### config.mk
export PLATFORM = sky130hd
export DESIGN_NAME = positional_list_insert_delete_top
export DESIGN_NICKNAME = d
export VERILOG_FILES = /design/src/design/plt_pkg.sv /design/src/design/plt_cell.sv /design/src/design/plt_ctrl.sv /design/src/design/positional_list_insert_delete_top.sv
export SDC_FILE = /design/constraint.sdc
export NUM_CORES = 2
export LEC_CHECK = 0
export BUFFER_PORTS_ARGS = -buffer_cell sky130_fd_sc_hd__buf_2
export CAP_MARGIN = 20
export CORE_MARGIN = 4
export CORE_UTILIZATION = 40
export CTS_BUF_LIST = sky130_fd_sc_hd__clkbuf_4 sky130_fd_sc_hd__clkbuf_8 sky130_fd_sc_hd__clkbuf_16
export DETAILED_ROUTE_END_ITERATION = 12
export GPL_TIMING_DRIVEN = 0
export HOLD_SLACK_MARGIN = 0.05
export SETUP_SLACK_MARGIN = 0.15
export SYNTH_ARGS = -nofsm -noshare
export SYNTH_HDL_FRONTEND = slang
export SYNTH_HIERARCHICAL = 1
export SYNTH_SLANG_ARGS = --single-unit
### constraint.sdc
create_clock -name aclk -period 14.2 [get_ports aclk]
set_input_delay 2.84 -clock aclk [delete_from_list [all_inputs] [get_ports aclk]]
set_output_delay 2.84 -clock aclk [all_outputs]
set_load 0.02 [all_outputs]
### src/design/plt_pkg.sv
`default_nettype none
package plt_pkg;

    localparam int DATA_W = 32;

    // Operation codes.
    localparam logic [2:0] OP_CLEAR  = 3'd0;
    localparam logic [2:0] OP_APPEND = 3'd1;
    localparam logic [2:0] OP_INSERT = 3'd2;
    localparam logic [2:0] OP_DELETE = 3'd3;
    localparam logic [2:0] OP_READ   = 3'd4;

    // Status codes.
    localparam logic [1:0] ST_OK     = 2'd0;
    localparam logic [1:0] ST_EMPTY  = 2'd1;
    localparam logic [1:0] ST_BADPOS = 2'd2;
    localparam logic [1:0] ST_FULL   = 2'd3;

    typedef struct packed {
        logic [2:0]               op;
        logic [5:0]               position;
        logic signed [DATA_W-1:0] value;
    } plt_req_t;

    typedef struct packed {
        logic [1:0]               status;
        logic signed [DATA_W-1:0] read_value;
        logic [5:0]               count;
    } plt_rsp_t;

    // Broadcast command to every cell of the chain.
    typedef struct packed {
        logic append_en;
        logic insert_en;
        logic delete_en;
        logic read_en;
    } plt_cmd_t;

endpackage
`default_nettype wire

### src/design/plt_cell.sv
`default_nettype none
module plt_cell import plt_pkg::*; #(
    parameter int IDX_W = 5,
    parameter int IDX   = 0
) (
    input  wire logic              aclk,
    input  wire plt_cmd_t          cmd,
    input  wire logic [IDX_W-1:0]  index,
    input  wire logic [DATA_W-1:0] value,
    input  wire logic [DATA_W-1:0] left_data,
    input  wire logic [DATA_W-1:0] right_data,
    output logic      [DATA_W-1:0] data,
    output logic      [DATA_W-1:0] rd_data
);

    localparam logic [IDX_W-1:0] MY_IDX = IDX_W'(IDX);

    logic [DATA_W-1:0] data_reg;
    logic [DATA_W-1:0] data_next;
    logic              at_index;
    logic              above_index;

    assign at_index    = (MY_IDX == index);
    assign above_index = (MY_IDX > index);

    always_comb begin
        data_next = data_reg;
        priority if (cmd.append_en && at_index) begin
            data_next = value;
        end else if (cmd.insert_en && at_index) begin
            data_next = value;
        end else if (cmd.insert_en && above_index) begin
            // shift up: take the lower neighbor
            data_next = left_data;
        end else if (cmd.delete_en && (at_index || above_index)) begin
            // shift down: take the upper neighbor
            data_next = right_data;
        end else begin
            data_next = data_reg;
        end
    end

    always_ff @(posedge aclk) begin
        data_reg <= data_next;
    end

    assign data    = data_reg;
    assign rd_data = at_index ? data_reg : '0;

endmodule
`default_nettype wire

### src/design/plt_ctrl.sv
`default_nettype none
module plt_ctrl import plt_pkg::*; #(
    parameter int CAPACITY = 32,
    parameter int IDX_W    = 5,
    parameter int CNT_W    = 6
) (
    input  wire logic             aclk,
    input  wire logic             aresetn,
    input  wire logic             accept,
    input  wire logic [2:0]       op,
    input  wire logic [5:0]       position,
    output plt_cmd_t              cmd,
    output logic [IDX_W-1:0]      index,
    output logic [1:0]            status,
    output logic [CNT_W-1:0]      count_next
);

    localparam int CMP_W = (CNT_W > 6) ? CNT_W : 6;
    localparam logic [CNT_W-1:0] CAP = CNT_W'(CAPACITY);

    logic [CNT_W-1:0] used_count_reg;
    logic [CNT_W-1:0] used_count_next;
    logic [CMP_W-1:0] pos_ext;
    logic [CMP_W-1:0] cnt_ext;
    logic [5:0]       pos_m1;
    logic             is_full;
    logic             is_empty;
    logic             bad_pos;
    plt_cmd_t         dec;

    assign pos_ext  = CMP_W'(position);
    assign cnt_ext  = CMP_W'(used_count_reg);
    assign pos_m1   = position - 6'd1;
    assign is_full  = (used_count_reg >= CAP);
    assign is_empty = (used_count_reg == '0);
    assign bad_pos  = (position == 6'd0) || (pos_ext > cnt_ext);

    always_comb begin
        dec             = '0;
        status          = ST_OK;
        used_count_next = used_count_reg;
        index           = IDX_W'(pos_m1);
        unique case (op)
            OP_CLEAR: begin
                used_count_next = '0;
            end
            OP_APPEND: begin
                index = IDX_W'(used_count_reg);
                if (is_full) begin
                    status = ST_FULL;
                end else begin
                    dec.append_en   = 1'b1;
                    used_count_next = used_count_reg + CNT_W'(1);
                end
            end
            OP_INSERT, OP_DELETE, OP_READ: begin
                priority if (is_empty) begin
                    status = ST_EMPTY;
                end else if (bad_pos) begin
                    status = ST_BADPOS;
                end else if (op == OP_INSERT) begin
                    if (is_full) begin
                        status = ST_FULL;
                    end else begin
                        dec.insert_en   = 1'b1;
                        used_count_next = used_count_reg + CNT_W'(1);
                    end
                end else if (op == OP_DELETE) begin
                    dec.delete_en   = 1'b1;
                    used_count_next = used_count_reg - CNT_W'(1);
                end else begin
                    dec.read_en = 1'b1;
                end
            end
            default: begin
                // undefined code: no operation
            end
        endcase
    end

    assign cmd        = accept ? dec : '0;
    assign count_next = used_count_next;

    always_ff @(posedge aclk) begin
        if (!aresetn) begin
            used_count_reg <= '0;
        end else if (accept) begin
            used_count_reg <= used_count_next;
        end
    end

    a_count_bound: assert property (@(posedge aclk) disable iff (!aresetn)
        used_count_reg <= CAP)
        else $error("element count above capacity");

    a_refused_holds: assert property (@(posedge aclk) disable iff (!aresetn)
        (accept && status != ST_OK) |=> used_count_reg == $past(used_count_reg))
        else $error("refused request changed the count");

    a_grow: assert property (@(posedge aclk) disable iff (!aresetn)
        (cmd.append_en || cmd.insert_en) |=>
            used_count_reg == $past(used_count_reg) + CNT_W'(1))
        else $error("append or insert did not grow the list by one");

    a_shrink: assert property (@(posedge aclk) disable iff (!aresetn)
        cmd.delete_en |=> used_count_reg == $past(used_count_reg) - CNT_W'(1))
        else $error("delete did not shrink the list by one");

endmodule
`default_nettype wire

### src/design/positional_list_insert_delete_top.sv
// Positional list: an ordered list of up to CAPACITY signed 32-bit values,
// addressed by 1-based position.
// Input channel (s_valid / s_ready / s_data): one request per operation,
// clear, append, insert, delete or read, with position and value fields.
// Result channel (m_valid / m_ready / m_data): exactly one response per
// request carrying status, the value read and the list length afterwards.
// The response register loads when the request is accepted. Throughput: one
// request per cycle unless stalled. Every entry sits in its own cell of a
// chain, and insert or delete moves all affected cells to their neighbor in
// the same cycle; the read port is an AND-OR select across the cells.
// Reset (aresetn low, synchronous) empties the list and drops any pending
// response; entry contents are not cleared and are never visible unwritten.
// When the receiver stalls, the response register holds its data and
// s_ready goes low until the response is taken; a new request is accepted in
// the same cycle that the pending response leaves.
`default_nettype none
module positional_list_insert_delete_top import plt_pkg::*; #(
    parameter int CAPACITY = 32
) (
    input  wire logic     aclk,
    input  wire logic     aresetn,
    input  wire logic     s_valid,
    output logic          s_ready,
    input  wire plt_req_t s_data,
    output logic          m_valid,
    input  wire logic     m_ready,
    output plt_rsp_t      m_data
);

    localparam int IDX_W = $clog2(CAPACITY);
    localparam int CNT_W = $clog2(CAPACITY + 1);

    logic                              accept;
    plt_cmd_t                          cmd;
    logic [IDX_W-1:0]                  index;
    logic [1:0]                        status;
    logic [CNT_W-1:0]                  count_next;
    logic [CAPACITY-1:0][DATA_W-1:0]   cell_data;
    logic [CAPACITY-1:0][DATA_W-1:0]   cell_rd;
    logic [DATA_W-1:0]                 rd_any;

    logic     m_valid_reg;
    logic     m_valid_next;
    plt_rsp_t m_data_reg;
    plt_rsp_t m_data_next;

    // Take a new request whenever the response slot is empty or draining.
    assign s_ready = !m_valid_reg || m_ready;
    assign accept  = s_valid && s_ready;

    plt_ctrl #(
        .CAPACITY (CAPACITY),
        .IDX_W    (IDX_W),
        .CNT_W    (CNT_W)
    ) u_ctrl (
        .aclk       (aclk),
        .aresetn    (aresetn),
        .accept     (accept),
        .op         (s_data.op),
        .position   (s_data.position),
        .cmd        (cmd),
        .index      (index),
        .status     (status),
        .count_next (count_next)
    );

    // Chain of entry cells; the ends see zero as their missing neighbor.
    for (genvar i = 0; i < CAPACITY; i++) begin : g_cell
        logic [DATA_W-1:0] left_d;
        logic [DATA_W-1:0] right_d;

        if (i == 0) begin : g_first
            assign left_d = '0;
        end else begin : g_mid_l
            assign left_d = cell_data[i-1];
        end
        if (i == CAPACITY - 1) begin : g_last
            assign right_d = '0;
        end else begin : g_mid_r
            assign right_d = cell_data[i+1];
        end

        plt_cell #(
            .IDX_W (IDX_W),
            .IDX   (i)
        ) u_cell (
            .aclk       (aclk),
            .cmd        (cmd),
            .index      (index),
            .value      (s_data.value),
            .left_data  (left_d),
            .right_data (right_d),
            .data       (cell_data[i]),
            .rd_data    (cell_rd[i])
        );
    end

    // Merge the selected cell onto the read bus.
    always_comb begin
        rd_any = '0;
        for (int j = 0; j < CAPACITY; j++) begin
            rd_any = rd_any | cell_rd[j];
        end
    end

    always_comb begin
        m_valid_next = m_valid_reg;
        m_data_next  = m_data_reg;
        if (accept) begin
            // load the response for this request
            m_valid_next           = 1'b1;
            m_data_next.status     = status;
            m_data_next.read_value = cmd.read_en ? rd_any : '0;
            m_data_next.count      = 6'(count_next);
        end else if (m_ready) begin
            // response taken, slot empties
            m_valid_next = 1'b0;
        end
    end

    always_ff @(posedge aclk) begin
        if (!aresetn) begin
            m_valid_reg <= 1'b0;
        end else begin
            m_valid_reg <= m_valid_next;
        end
    end

    always_ff @(posedge aclk) begin
        m_data_reg <= m_data_next;
    end

    assign m_valid = m_valid_reg;
    assign m_data  = m_data_reg;

endmodule
`default_nettype wire

==> run summary <==
STA
----------------------------------------------------------------------------------
Total negative setup slack ..........................................         0 ns
Setup repair after global routing missed its margin .................           no
Tmin final ..........................................................     8.105 ns
Fin. Hold Viols .....................................................            0
Relative slew slack .................................................       20.14%
Period utilisation layout ...........................................       57.08%
Pins Over Slew Limit ................................................            0
Slew at the pin closest to its max-slew limit .......................     1.189 ns
Final setup violation count .........................................            0
Fmax ................................................................    123.4 MHz
Final Skew ..........................................................   0.02694 ns

FINISH
----------------------------------------------------------------------------------
Area taken by multi-input logic gates ...............................   36520 um^2
Layout overhead on the synthesized area .............................       12.66%
Final layout net count ..............................................         7258
Leading cell type in the layout, fill and taps excluded ............. sky130_fd_sc_hd__edfxtp_1
Number of filler instances in the final layout ......................        16966
Flip-flop count of the largest register, all copies and words added .         1024
Most frequent cells in the layout ................................... 1064 x sky130_fd_sc_hd__edfxtp_1, 736 x sky130_fd_sc_hd__and3_1, 616 x sky130_fd_sc_hd__and2_1
Layout cells sized above 1 ..........................................       18.75%
Reg area ............................................................   32090 um^2
Final design area excluding fillers .................................   82420 um^2

SETUP PATH
----------------------------------------------------------------------------------
Maximum cell stage delay along the critical path ....................      0.90 ns
Critical path cell sequence ......................................... buf_2 -> buf_2 -> or3b_1 -> clkbuf_1 -> a21oi_4 -> buf_12 -> buf_12 -> buf_12 -> or3_4 -> clkbuf_1 -> nor2_2 -> clkbuf_1 -> and2_1 -> nor4_1 -> nand4_1 -> o21a_1
Slack of the worst reg-to-reg path ..................................      7.99 ns
R2R depth ...........................................................           19
Arrival time of data at the critical path endpoint ..................      8.66 ns
Required time at the worst-slack endpoint ...........................     14.75 ns
Critical register-to-register path startpoint ....................... u_ctrl/cnt_ext[2]
Crit Path Category ..................................................    in -> reg
CP max stage cell ................................................... sky130_fd_sc_hd__nor4_1
Highest fanout seen on the critical path ............................           25
Worst path buffer plus inverter count ...............................            8
End of the worst register-to-register path .......................... g_cell[25].u_cell/data[5]
Kind of cell adding the most delay to the critical path ............. simple AND/OR/NAND/NOR gates
Startpoint types ....................................................    input pin
Crit end category ...................................................     register

SYNTHESIS
----------------------------------------------------------------------------------
Synth Instances .....................................................         6892
Number of unique standard cell types used by synthesis ..............          126
Average footprint of a synthesized cell .............................   10.61 um^2
Share of async-settable or async-resettable flops after synthesis ...           0%
Predominant post-synthesis flop cell ................................ sky130_fd_sc_hd__edfxtp_1
Number of warnings issued by yosys ..................................            6
Post-synthesis sequential element count .............................         1071
Post-synthesis cell area ............................................   73160 um^2
Number of enable-type register cells in the synthesized netlist .....         1064
Sequential area share after synthesis ...............................       43.87%

PWR
----------------------------------------------------------------------------------
Maximum VDD drop ....................................................    0.1215 mV
LEAKAGE .............................................................     30.11 nW
Areal power density over the cells .................................. 96.61 nW/um^2

GLOBAL ROUTING
----------------------------------------------------------------------------------
Initial antenna violation count .....................................            7
Global-route wire length before repair ..............................    420500 um
Largest net degree at the start of global routing ...................           34
Tot GR Track Use ....................................................       28.98%
Number of global-route vias before repair ...........................        61120
Gr ovfl total .......................................................            0

HOLD PATH
----------------------------------------------------------------------------------
Worst min-delay path category .......................................   reg -> reg
Endpoint of the worst hold-timing path ..............................      m_valid
HP Start ............................................................      m_valid
Depth of the worst hold-timing path .................................            2

FLOORPLANNING
----------------------------------------------------------------------------------
Initial cell density of the core ....................................       40.34%
Number of cell rows .................................................          156
Top-Level Pins ......................................................           87
Y dimension of the die ..............................................     435.7 um
Area of the die .....................................................  189800 um^2
Horiz. Die Dim ......................................................     435.7 um
Core Region .........................................................  181300 um^2

PLACE
----------------------------------------------------------------------------------
Post-DP HPWL ........................................................    225500 um
Port bufs ...........................................................           86
Cell area reported after detailed placement .........................   78090 um^2
Gp weighted congestion ..............................................       0.9864

DETAILED ROUTING
----------------------------------------------------------------------------------
DRC violation total after the first TritonRoute iteration ...........         9379
Final routed wire length divided by cell count ......................     29.64 um
Count of nets left with antenna violations after detail routing .....            0
Detailed-route wire length ..........................................    286800 um
Vias ................................................................        64305
Detailed Routing Iterations Pass 1 ..................................            6
Total DRC errors in the routed layout ...............................            0
Vias per cell .......................................................        6.644

RUN STATUS
----------------------------------------------------------------------------------
Run status .......................................................... finished clean

CLOCK NETWORK
----------------------------------------------------------------------------------
Post-cts sizing count ...............................................            0
Largest buffer count on any clock path ..............................            3
TritonCTS Buffers ...................................................          134
CTS tree ............................................................         done
Root Buffer ......................................................... sky130_fd_sc_hd__clkbuf_16
Clock Sink Count ....................................................         1071
Clock insertion delay at the later pin of the skew report ...........      0.80 ns
Clk pin slew, worst setup/hold paths ................................      0.06 ns
Hold-fix buffers, CTS ...............................................            0
Number of H-tree branching levels ...................................            4
Post-CTS Setup Repair Bufs ..........................................            0

RUN
----------------------------------------------------------------------------------
Max-cap viol count ..................................................            0

## power by group
part	switching, mW	internal [mW]	leakage, nW
Sequential	0.0235	3.48	9.68
Combinational	0.723	0.251	18.3
Clock	1.47	2.02	2.16
Total	2.22	5.75	30.1
## cell usage after synthesis, drive strengths merged (33+ instances only)
library cell | n | area share [%]
nor3b | 41 | 0.48
o311ai | 65 | 1.4
nand4b | 35 | 0.46
nor3 | 246 | 1.8
o211ai | 77 | 0.91
a311o | 128 | 1.8
o32ai | 65 | 0.78
nand4 | 136 | 1.2
o221ai | 33 | 0.65
mux2 | 353 | 6.5
nor2 | 58 | 0.30
nand2 | 167 | 0.88
o21ai | 345 | 2.4
inv | 219 | 1.1
and3 | 748 | 6.4
a21oi | 93 | 0.64
or3b | 37 | 0.45
a21boi | 37 | 0.40
edfxtp | 1064 | 44
o21a | 38 | 0.39
and2 | 619 | 5.3
clkbuf | 487 | 2.7
a221o | 224 | 3.1
a31oi | 327 | 3.4
nor4 | 419 | 4.7
o22ai | 38 | 0.32
nand3 | 339 | 2.3
buf | 251 | 2.9
## worst max path at each step
stage                     from                         to  slack (ns)  cells past startpoint
CTS                 s_data[39]                 m_data[36]        6.34                     16
global placement    s_data[39]  g_cell[27].u_cell/data[4]      -11.33                      6
floorplan           s_data[39]  g_cell[27].u_cell/data[0]        0.84                      5
global route        s_data[39]                 m_data[25]        6.14                     16
detailed placement  s_data[39]                 m_data[25]        5.52                     16
finish              s_data[39]                 m_data[12]        6.09                     16
## cell type report
type | instances | share of cell area (%)
Clock inverter | 68 | 0.7348
Sequential cell | 1071 | 38.94
Tap cell | 2370 | 3.598
Antenna cell | 2 | 0.006072
Inverter | 220 | 1.002
Timing Repair Buffer | 144 | 1.957
Multi-Input combinational cell | 4894 | 44.31
Buffer | 738 | 4.940
Clock buffer | 171 | 4.513
## worst register-to-register path, stage by stage, from the launching register on
cell                       delay (ns)
sky130_fd_sc_hd__dfxtp_1         0.33
sky130_fd_sc_hd__buf_2           0.21
sky130_fd_sc_hd__inv_1           0.15
sky130_fd_sc_hd__ha_1            0.30
sky130_fd_sc_hd__nand4_1         0.11
sky130_fd_sc_hd__nor2_1          0.27
sky130_fd_sc_hd__o211ai_2        0.18
sky130_fd_sc_hd__nor3_1          0.51
sky130_fd_sc_hd__nor3b_2         0.61
sky130_fd_sc_hd__buf_8           0.23
sky130_fd_sc_hd__buf_6           0.16
sky130_fd_sc_hd__buf_6           0.18
sky130_fd_sc_hd__buf_6           0.18
sky130_fd_sc_hd__clkbuf_1        0.53
sky130_fd_sc_hd__nor2_1          0.38
sky130_fd_sc_hd__or3_1           0.38
sky130_fd_sc_hd__buf_2           0.22
sky130_fd_sc_hd__buf_6           0.18
sky130_fd_sc_hd__nand2_1         0.52
sky130_fd_sc_hd__buf_16          0.26
## metal layers
metal	routed length, um	GRT usage (%)	vias up
met5	0	0	-
li1	-	-	27896
met3	32740	6.894	405
met2	114800	39.73	4067
met4	10700	10.21	0
met1	128600	43.94	31937
## logic make-up after synthesis
kind of cell,after synthesis,synth area share (%)
buffers and inverters,958,6.694
other,1,0.005126
XOR/XNOR,7,0.08381
AND/OR/NAND/NOR,2917,25.17
adder cells (fa/ha/maj),10,0.1710
flip-flops,1071,43.87
multiplexers,385,6.944
AO/OA/AOI/OAI,1543,17.07
## metrics by stage
stage	worst slack, ns	cells	util, %	power (mW)	hold slack (ns)
2_1_floorplan	0.8361	6923	-	4.060	0.5451
3_3_place_gp	-11.33	9379	42.28	4.470	0.5018
3_5_place_dp	5.517	9437	43.06	4.499	0.5508
4_1_cts	6.341	9676	45.45	7.981	0.5605
5_1_grt	6.139	9677	45.45	8.170	0.6275
6_report	6.095	9678	45.45	7.963	0.5603
No activity file was read; power rests on OpenSTA's default activity.
